[src/hw/rtl/rrt_pkg.sv]
// Shared types and constants of the rational rate timeline.
package rrt_pkg;

  localparam int unsigned WordW = 64;
  localparam int unsigned WideW = 2 * WordW;

  localparam logic [63:0] SpeedScale = 64'd1000000;
  localparam logic [39:0] MaxSpeed   = 40'd1000000000000;
  localparam logic [63:0] TickMax    = 64'h7FFF_FFFF_FFFF_FFFF;
  localparam logic [29:0] SrcRateRst = 30'd1000000;

  localparam logic [2:0] CmdRead    = 3'd0;
  localparam logic [2:0] CmdPause   = 3'd1;
  localparam logic [2:0] CmdUnpause = 3'd2;
  localparam logic [2:0] CmdSpeed   = 3'd3;
  localparam logic [2:0] CmdRate    = 3'd4;

  typedef struct packed {
    logic [2:0]  command;
    logic [62:0] source_time;
    logic [39:0] scaled_speed;
    logic [29:0] tick_rate;
  } in_t;

  typedef struct packed {
    logic [62:0] now_ticks;
    logic        is_paused;
    logic        rejected;
  } out_t;

endpackage

[src/hw/rtl/rrt_mul.sv]
// Bit-serial shift-add multiplier, 64 by 64 bits into 128 bits.
module rrt_mul (
  input  logic                       clk_i,
  input  logic                       rst_ni,
  input  logic                       go_i,
  input  logic [rrt_pkg::WordW-1:0]  a_i,
  input  logic [rrt_pkg::WordW-1:0]  b_i,
  output logic                       done_o,
  output logic [rrt_pkg::WideW-1:0]  p_o
);
  import rrt_pkg::*;

  logic [WideW-1:0] p_q;
  logic [WordW-1:0] a_q;
  logic [5:0]       cnt_q;
  logic             busy_q, done_q;
  logic [WordW:0]   sum;

  assign sum = {1'b0, p_q[WideW-1:WordW]} + (p_q[0] ? {1'b0, a_q} : '0);

  always_ff @(posedge clk_i or negedge rst_ni) begin
    if (!rst_ni) begin
      busy_q <= 1'b0;
      done_q <= 1'b0;
      cnt_q  <= '0;
      p_q    <= '0;
      a_q    <= '0;
    end else begin
      done_q <= 1'b0;
      if (go_i) begin
        busy_q <= 1'b1;
        cnt_q  <= '1;
        p_q    <= {{WordW{1'b0}}, b_i};
        a_q    <= a_i;
      end else if (busy_q) begin
        p_q   <= {sum, p_q[WordW-1:1]};
        cnt_q <= cnt_q - 6'd1;
        if (cnt_q == '0) begin
          busy_q <= 1'b0;
          done_q <= 1'b1;
        end
      end
    end
  end

  assign done_o = done_q;
  assign p_o    = p_q;

endmodule

[config.mk]
export PLATFORM = sky130hd
export DESIGN_NAME = rrt_mul
export DESIGN_NICKNAME = d
export VERILOG_FILES = /design/src/hw/rtl/rrt_pkg.sv /design/src/hw/rtl/rrt_mul.sv
export SDC_FILE = /design/constraint.sdc
export NUM_CORES = 1
export LEC_CHECK = 0
export CELL_PAD_IN_SITES_DETAIL_PLACEMENT = 0
export CELL_PAD_IN_SITES_GLOBAL_PLACEMENT = 1
export CORE_MARGIN = 4
export CORE_UTILIZATION = 35
export CTS_CLUSTER_SIZE = 25
export DETAILED_ROUTE_END_ITERATION = 12
export DONT_BUFFER_PORTS = 1
export GPL_ROUTABILITY_DRIVEN = 0
export GPL_TIMING_DRIVEN = 1
export PLACE_DENSITY_LB_ADDON = 0.1
export SETUP_SLACK_MARGIN = 0.15
export SYNTH_ARGS = -nofsm -noshare
export SYNTH_HDL_FRONTEND = slang
export SYNTH_SLANG_ARGS = --single-unit
[constraint.sdc]
create_clock -name clk_i -period 3.3 [get_ports clk_i]
set_clock_uncertainty 0.15 [all_clocks]
set_input_delay 0.33 -clock clk_i [delete_from_list [all_inputs] [get_ports clk_i]]
set_output_delay 0.33 -clock clk_i [all_outputs]
set_load 0.01 [all_outputs]
-- Word level (Yosys, flattened, before mapping)
Index checks and enable logic that the tools add are counted.
- flip-flop bits (word level): 200
- bits in latches: 0
- bits in writable memories: 0
- ROM bits: 0
- bits of input ports: 131
- memories kept: 0
- $add $sub $neg: 2
- $mul: 0
- div/mod/pow operators: 0
- order comparisons: 0
- eq/ne operators: 0
- shift-type cells: 0
- mux-type cells: 11
- bitwise operators: 0
- reductions and logical operators: 2
- operator list (operator ; number):
    128-bit 2-to-1 mux ; 2
    64-bit by 64-bit adder with 65-bit output ; 1
    64-bit 2-to-1 mux ; 1
    6-bit 2-to-1 mux ; 2
    6-bit logical NOT ; 1
    1-bit 2-to-1 mux ; 6
    6-bit by 1-bit subtractor with 6-bit output (second input constant) ; 1
    2-bit nonzero test ; 1

-- Depth between registers and ports, before layout
Gate-level depths: netlist (run 1).
- depth in word-level cells: 4
- depth in mapped cells: 15
- gate-level depth less buffers: 14

-- Worst setup path after synthesis (run 1)
Ideal clock, no wire load.
- path kind: register to register
- start: register p_q[0] (netlist: p_o[0])
- end: register p_q[116] (netlist: p_o[116])
- library setup time: 0.121 ns
- arrival time: 3.265 ns
- data required time: 3.029 ns
- setup slack: -0.236 ns
- stages on the path, launching flop included: 15
- period minus slack after synthesis: 3.536 ns
- cells stage by stage: dfrtp_1 > clkbuf_1 > clkbuf_1 > and2_1 > ha_1 > a21o_1 > o21ba_1 > o211ai_1 > o41a_1 > a311o_1 > a21oi_2 > nor3_2 > a21o_1 > xor2_1 > a22o_1
- word-level cells in the longest chain between the ends: 4
- RTL lines (element ; line ; text):
    start, declared ; rrt_mul.sv:13 ; logic [WideW-1:0] p_q;
    start signal, assigned ; rrt_mul.sv:33 ; p_q <= {{WordW{1'b0}}, b_i};
    start signal, assigned ; rrt_mul.sv:36 ; p_q <= {sum, p_q[WordW-1:1]};
    64-bit 2-to-1 mux ; rrt_mul.sv:19 ; assign sum = {1'b0, p_q[WideW-1:WordW]} + (p_q[0] ? {1'b0, a_q} : '0);
    64-bit by 64-bit adder with 65-bit output ; rrt_mul.sv:19 ;
    128-bit 2-to-1 mux ; rrt_mul.sv:35 ; end else if (busy_q) begin
    128-bit 2-to-1 mux ; rrt_mul.sv:30 ; if (go_i) begin
Every way passes these cells. The select of a mux whose other input is x is not followed.
A chain may end at the register's enable or synchronous reset.

-- Worst setup path in the final report (run 1)
Ends and elaborated chain as after synthesis.

==> results summary, run 1 <==
The die span in y came out at 195 µm. The flow ran to the end, but the final reports show violations. The number of detailed-route iterations in the first pass came out at 5.

Entering global routing, the biggest net connects 201 pins. In the synthesized netlist, the cells that appear most often are 200 x dfrtp_1, 156 x nand2_1, 130 x o21ai_0, 83 x mux2i_1, 82 x a21oi_1. The number of sinks driven by the clock tree came out at 200. The area enclosed by the die boundary came out at 0.0381 mm².

Of the total power, the clock network draws 0.273. The total global routing overflow came out at 0. The fill cell total of the finished layout is 3196. Setup repair after global routing could not meet its margin everywhere. By area the synthesized netlist is led by dfrtp_1 41%, mux2i_1 6.8%, ha_1 6.7%, mux2_2 5.9%, o21ai_0 5.3%. A synthesized cell averages 9.43 µm². The smallest hold slack came out at -576 ps. The max-capacitance violation count is 0.

The clock-pin slew on the worst setup and hold paths is 90 ps. The detail-routed net length per standard cell came out at 18.7 µm. The remaining number of nets flagged by the antenna check after routing is 0. Walking the worst path, the cells encountered are buf_12, and2_4, ha_4, a21o_1, o21ba_1, o211ai_1, o41a_1, a311o_1, a21oi_2, buf_6, nor3_4, a21o_1, xor2_1, a22o_1. The number of hold violations in the final report was 200. The worst slew margin relative to its limit is 0.291. The mux contribution to synthesized area came out at 0.126.

For the worst flop-to-flop path, the logic depth is 14. On the critical path, the stage with the largest delay is an instance of o41a_1. In the global route stage, overall resource usage came out at 0.214. The number of warning messages in the yosys log is 0. The initial antenna violation count came out at 2. The transition time at the pin with the least slew margin is 1060 ps. The HPWL after detailed placement is 27.2 mm. The setup-violating endpoint count in the final report is 14.

The switching part of the total is 0.340. Pin placement for this block handled 260 I/O pins. The compound-gate portion of the synthesized area is 0.172. The area fraction in and, or, nand and nor cells after synthesis is 0.149. The post-cts hold buffer count came out at 291. The mapped cell area is 0.0123 mm².

The share of the cycle needed by the critical path after routing came out at 1.05. The CTS H-tree depth is 4. In this run the worst hold path is classified as in2async. The synthesized design contains 200 register bits. The analysis attributes to cell leakage a power of 8.52 nW.

For the final routed database, the setup TNS stands at -1160 ps. In this run the deepest clock path goes through 2 buffers. The required time at the worst-slack endpoint came out at 3500 ps. The x dimension of the die is 195 µm. The cell count after synthesis came out at 1302. The element type at the critical path start is a flop. The total internal power came out at 0.00546 W. Of the total power, registers draw 0.384. The XOR/XNOR share of the synthesized area came out at 0.0414.

The async set or reset register ratio after synthesis is 1.00. In this run the power spent charging and discharging nets is 0.00281 W. The region available for standard cell placement spans 0.0345 mm². Clock tree synthesis selected as its root buffer the cell clkbuf_16. TritonCTS built the clock tree.

Among the stages of the critical path, the cell type that occurs most often is a21o_1. Yosys mapped the design onto 73 distinct sky130hd cell types. The relative area change from synthesis to final layout came out at 48.5%. In the synthesized netlist the dominant register cell turns out to be dfrtp_1. The starting DRC count in detailed routing is 451. In this run, synthesis inferred 0 flip-flops with an integrated enable. The total nets after synthesis came out at 1500. In the final design database the tool counted 1918 nets. After layout, the worst setup slack is -162 ps. The total number of placement rows came out at 68. Of the total synthesized cell area, the portion taken by full adders, half adders and majority gates is 0.0689. The final number of max-transition violations came out at 0. The delay of the slowest cell on the worst path came out at 460 ps. The fraction of layout instances using a drive strength above 1 came out at 0.234.

In this run the power density over the cells is 454 mW/mm². The share of the synthesized area in the top cell type is 0.408. The number of I/O port buffers is 0. The total clock buffers created by CTS came out at 17.

The maximum fanout encountered on the critical timing path came out at 29. The number of vias after detailed routing is 11142. The largest total area in the synthesized netlist belongs to dfrtp_1. The critical path capture point type is a flop. The initial core utilization came out at 0.355.

The ratio of routed vias to standard cells came out at 5.09. After synthesis, the largest family of logic cells by area is compound AO/OA/AOI/OAI gates. By instance count, the leading cell after synthesis is dfrtp_1. Clock latency on the worst-skew pair, taken at its later pin, is 460 ps. The final total power is 0.00828 W.

The proportion of power drawn by combinational gates is 0.344. The via count of the first global-routing pass was 12007. IR analysis of the VDD net gives a maximum drop of 0.542 mV. The critical path class is reg2reg. The post-layout minimum cycle time is 3460 ps.

The upper clock frequency limit came out at 289 MHz. The wire length of the first global-routing pass is 66.1 mm. Of the synthesized area, sequential elements account for 0.408. The worst path arrival time came out at 3660 ps.

The share of the core filled with cells in the final layout is 0.528. The detailed-route wire length is 41.0 mm. In the routed design, unresolved DRC markers number 0. The final reports fail on hold timing, setup timing.
[worst max-delay path: cells and delay by family, from the launching register on]
kind / cells / cell delay, ps
simple gates: 2 / 200
fa+ha+maj: 1 / 210
flops: 1 / 450
buf+inv: 2 / 310
compound gates: 8 / 1850
xor+xnor: 1 / 150
[flip-flops by register name, indices dropped and copies added (netlist names)]
register / cells
busy_q: 1
done_o: 1
cnt_q: 6
a_q: 64
p_o: 128
[power by group through the flow]
stage,clock network [W],logic (W),registers [W]
2_1_floorplan,0,0.00150,0.00311
3_3_place_gp,0,0.00230,0.00322
3_5_place_dp,0,0.00231,0.00322
4_1_cts,0.00232,0.00277,0.00318
5_1_grt,0.00241,0.00314,0.00323
6_report,0.00226,0.00284,0.00318
[area by class of cell]
class / instances / area [µm²] / area share
Antenna cell: 2 / 5.00 / 0.000275
Sequential cell: 200 / 5010 / 0.275
Inverter: 22 / 82.6 / 0.00453
Clock buffer: 18 / 429 / 0.0235
Timing Repair Buffer: 478 / 4380 / 0.240
Tap cell: 455 / 569 / 0.0312
Clock inverter: 14 / 183 / 0.0100
Multi-Input combinational cell: 1001 / 7570 / 0.415
[per-stage QoR]
stage | setup slack (ps) | instance area [µm²] | hold slack [ps] | instances
2_1_floorplan | -0.871 | 12600 | -116 | 1302
3_3_place_gp | -309 | 14100 | -109 | 1853
3_5_place_dp | -411 | 14100 | -104 | 1853
4_1_cts | -180 | 18000 | -601 | 2183
5_1_grt | -297 | 18200 | -609 | 2190
6_report | -162 | 18200 | -576 | 2190
[layout by cell type, fill, tap and decap left out, types with 5 or more instances in the layout]
cell	instances
o21ai_0	108
a21oi_1	59
o21ai_1	15
and3_1	6
o21a_1	5
ha_4	18
mux2_2	64
and2_4	7
or3_1	7
nand2_1	151
and2_1	64
ha_1	47
xnor2_1	29
o211ai_1	6
nand3_1	19
nor2_1	65
buf_4	180
xor2_1	23
o21bai_1	17
a31oi_1	7
a21o_1	34
inv_1	20
dfrtp_1	198
a21oi_2	21
dlygate4sd3_1	290
o21ai_2	11
nand4_1	19
nor3_1	8
mux2i_1	83
clkbuf_16	17
[path summary, 6_finish.rpt]
check	end	start	slack, ps
max	p_o[116]$_DFFE_PN0P_	p_o[0]$_DFFE_PN0P_	-160
min	a_q[14]$_DFFE_PN0P_	rst_ni	-580
max reg2reg	p_o[116]$_DFFE_PN0P_	p_o[0]$_DFFE_PN0P_	-160
min reg2reg	a_q[35]$_DFFE_PN0P_	a_q[35]$_DFFE_PN0P_	360
max in group asynchronous	p_o[0]$_DFFE_PN0P_	rst_ni	3310
min in group clk_i	p_o[109]$_DFFE_PN0P_	go_i	50
[logic make-up (layout without fill, tap and decap cells)]
| kind of cell | Yosys count | after routing |
|---|---|---|
| XOR/XNOR | 58 | 58 |
| multiplexers | 147 | 147 |
| AND/OR/NAND/NOR | 385 | 385 |
| AO/OA/AOI/OAI | 344 | 344 |
| flip-flops | 200 | 200 |
| buffers and inverters | 101 | 532 |
| adder cells (fa/ha/maj) | 67 | 67 |
| other | 0 | 2 |
[metal layers]
layer	part of all wire	track usage	vias up	routed length [µm]
li1	-	-	5464	-
met1	0.45	0.278	5421	18400
met2	0.48	0.361	225	19800
met3	0.052	0.0507	32	2120
met4	0.016	0.0522	0	639
met5	0	0	-	0
[repair_timing]
item	4_1_cts	5_1_grt
gates resized for setup	55	53
setup buffers	7	5
endpoints found under the hold margin	361	200
setup endpoints to repair	37	40
pin swaps	23	19
No activity file was read; power rests on OpenSTA's default activity.
==> run 2: changes to the inputs <==
- REMOVE_ABC_BUFFERS: default -> 1
- SLEW_MARGIN: default -> 5
==> results summary, run 2 (synthesis results as in run 1) <==
Setup repair after global routing could not meet its margin everywhere. The critical path class is reg2reg. The largest net degree at the start of global routing came out at 202 (+0.50%). The final worst slack was -168 ps (-5.32 ps). The x dimension of the die was 195 µm (unchanged). The number of detailed-route iterations in the first pass is 5 (unchanged). The final-stage net count is 2019 (+5.3%).

The count of placed standard cells including taps came out at 1904 (+2.8%). The smallest hold slack came to -576 ps (-0.337 ps). The post-cts hold buffer count came out at 327 (+12%).

The detailed-route wire length came to 42.8 mm (+4.5%). The clock network power share came out at 0.247 (-0.026). The total number of placement rows is 68 (unchanged).

The overall routing resource usage is 0.223 (+0.00885). The via count of the first global-routing pass came out at 12473 (+3.9%). The wire length of the first global-routing pass was 68.6 mm (+3.7%). The net switching power came out at 0.00294 W (+4.5%).

The proportion of power drawn by flip-flops and latches is 0.368 (-0.016). The clock latency at the later pin of the worst-skew pair came out at 460 ps (about the same). The post-DP HPWL is 27.9 mm (+2.4%).

The endpoint of the worst register-to-register path is p_o[124]$_DFFE_PN0P_. The initial core utilization came to 0.355 (unchanged). The upper clock frequency limit is 288 MHz (-0.15%). The area enclosed by the die boundary is 0.0381 mm² (unchanged). The number of hold violations in the final report came to 200 (unchanged).

The number of vias after detailed routing is 11674 (+4.8%). The core footprint came out at 0.0345 mm² (unchanged). The post-layout minimum cycle time came to 3470 ps (+5.32 ps). The number of I/O port buffers is 0 (unchanged).

The total clock buffers created by CTS is 17 (unchanged). The number of flip-flops under the largest register name came to 128 (unchanged). The fill cell total of the finished layout came out at 3080 (-3.6%).

The total power per unit cell area was 437 mW/mm² (-3.7%). The setup-violating endpoint count in the final report came out at 12 (-2). The number of standard cells in the final layout excluding fillers came to 2287 (+4.4%). The detail-routed net length per standard cell was 18.7 µm (about the same). The final total power came out at 0.00854 W (+3.2%). The switching part of the total came out at 0.344 (+0.00437). The launching element of the worst setup path is p_o[0]$_DFFE_PN0P_. The CTS H-tree depth was 4 (unchanged). The ratio of routed vias to standard cells came out at 5.10 (+0.33%).

The buffer levels on the longest clock path came to 2 (unchanged). The number of sinks driven by the clock tree came to 200 (unchanged). In this run the clock root is driven by a clkbuf_16. The required time at the worst-slack endpoint came to 3490 ps (about the same). The checks that failed: hold timing, setup timing. The max-capacitance violation count is 0 (unchanged).

The final number of max-transition violations is 0 (unchanged). The accumulated negative setup slack is -1030 ps (+128 ps). The maximum fanout encountered on the critical timing path came out at 22 (-24%). The fraction of layout instances using a drive strength above 1 is 0.288 (+0.0545). The die span in y came out at 195 µm (unchanged). The flow ran to the end, but the final reports show violations. The remaining design rule violation count is 0 (unchanged). The internal reg-to-reg setup slack is -170 ps (about the same). Following the worst setup path forward leads to its endpoint at p_o[124]$_DFFE_PN0P_.

The share of the cycle needed by the critical path after routing came out at 1.05 (+0.00161). The initial antenna violation count came out at 0 (-2). The static leakage power was 9.03 nW (+5.9%). The area occupied by registers came out at 0.00501 mm² (unchanged).

The remaining number of nets flagged by the antenna check after routing came out at 0 (unchanged). The worst slack at placement is -465 ps (-53.2 ps). STA classifies the critical path startpoint as a flop. The worst ir drop on vdd was 0.369 mV (-32%). In the layout the commonest cells are 326 x dlygate4sd3_1, 234 x buf_4, 198 x dfrtp_1, 143 x nand2_1, 105 x o21ai_0. The starting DRC count in detailed routing came out at 503 (+12%). The number of antenna diodes is 0 (-2). The worst slew margin relative to its limit is 0.238 (-0.0536). The clock tree from TritonCTS is built. The total global routing overflow came to 0 (unchanged). The multi-input gate area in the final layout was 0.00804 mm² (+6.3%). The path type of the worst min-delay path is in2async.

The worst setup path is captured at a flop. In this run the critical register-to-register path is launched from p_o[0]$_DFFE_PN0P_. The proportion of power drawn by combinational gates came out at 0.384 (+0.040). The relative area change from synthesis to final layout is 59.1%. The clock-pin slew on the worst setup and hold paths came out at 80 ps (about the same). The top-level I/O count was 260 (unchanged). The depth of the most critical reg-to-reg path was 14 (unchanged).

The most common cell after layout, fill and taps aside is dlygate4sd3_1. The total internal power came out at 0.00560 W (+2.5%). The worst path arrival time is 3660 ps (about the same).

The transition time at the pin with the least slew margin came out at 1140 ps (+80.4 ps).
run 2: cell types whose count changed in the layout (fill, tap and decap cells not counted), sizes merged:
cell | previous run | this run
clkbuf | 18 | 19
dlygate4sd3 | 290 | 326
diode | 2 | 0
buf | 188 | 253
bufinv | 2 | 0
clkinvlp | 1 | 0
clkinv | 4 | 3
inv | 29 | 30
run 2: metal layers:
layer | wire, µm | part of all wire | up-vias | global-route usage
li1 | - | - | 5678 | -
met1 | 19000 | 0.44 | 5714 | 0.285
met2 | 20800 | 0.49 | 248 | 0.380
met3 | 2340 | 0.055 | 34 | 0.0561
met4 | 705 | 0.016 | 0 | 0.0517
met5 | 0 | 0 | - | 0
run 2: area by class of cell:
type                       instances  area share
timing repair buffer             579       0.270
clock buffer                      19      0.0232
tap                              455      0.0292
sequential                       200       0.257
multi-input combinational       1001       0.412
inverter                          22     0.00423
clock inverter                    11     0.00525
run 2: critical path, cell delays in order (launching register included):
cell	delay, ps
dfrtp_2	450
buf_12	170
buf_6	180
and2_1	150
ha_1	310
a21oi_2	170
o21bai_1	90
a21oi_1	160
o21a_1	200
o31ai_1	90
a221o_1	390
a221o_1	350
a31oi_1	190
xor2_1	210
o21ai_1	80
run 2: power by group through the flow:
| stage | Clock (W) | Sequential (W) | Combinational, W |
|---|---|---|---|
| floorplan | 0 | 0.00310 | 0.00130 |
| global placement | 0 | 0.00315 | 0.00240 |
| detailed placement | 0 | 0.00315 | 0.00242 |
| CTS | 0.00219 | 0.00314 | 0.00315 |
| global route | 0.00227 | 0.00319 | 0.00359 |
| finish | 0.00211 | 0.00315 | 0.00328 |
run 2: worst min path at each step:
stage,startpoint,end,cells past startpoint
after floorplan,rst_ni,a_q[0]$_DFFE_PN0P_,0
after global placement,rst_ni,a_q[3]$_DFFE_PN0P_,0
after detailed placement,rst_ni,a_q[17]$_DFFE_PN0P_,0
after CTS,rst_ni,a_q[11]$_DFFE_PN0P_,0
after global routing,rst_ni,a_q[12]$_DFFE_PN0P_,0
final,rst_ni,a_q[12]$_DFFE_PN0P_,0
run 2: through the flow:
step	area (µm²)	util	hold slack (ps)
after global routing	19500	0.565	-611
after global placement	14200	0.412	-110
after CTS	19200	0.555	-610
final	19500	0.565	-576
after floorplan	11900	-	-116
after detailed placement	14200	0.412	-108
run 2: what timing repair did:
item / in CTS / in global routing
resized for setup: 188 / 60
buffers inserted: 17 / 8
setup endpoints to repair: 38 / 39
gates cloned: 1 / 0
hold endpoints to repair: 360 / 200
pin swaps: 41 / 29
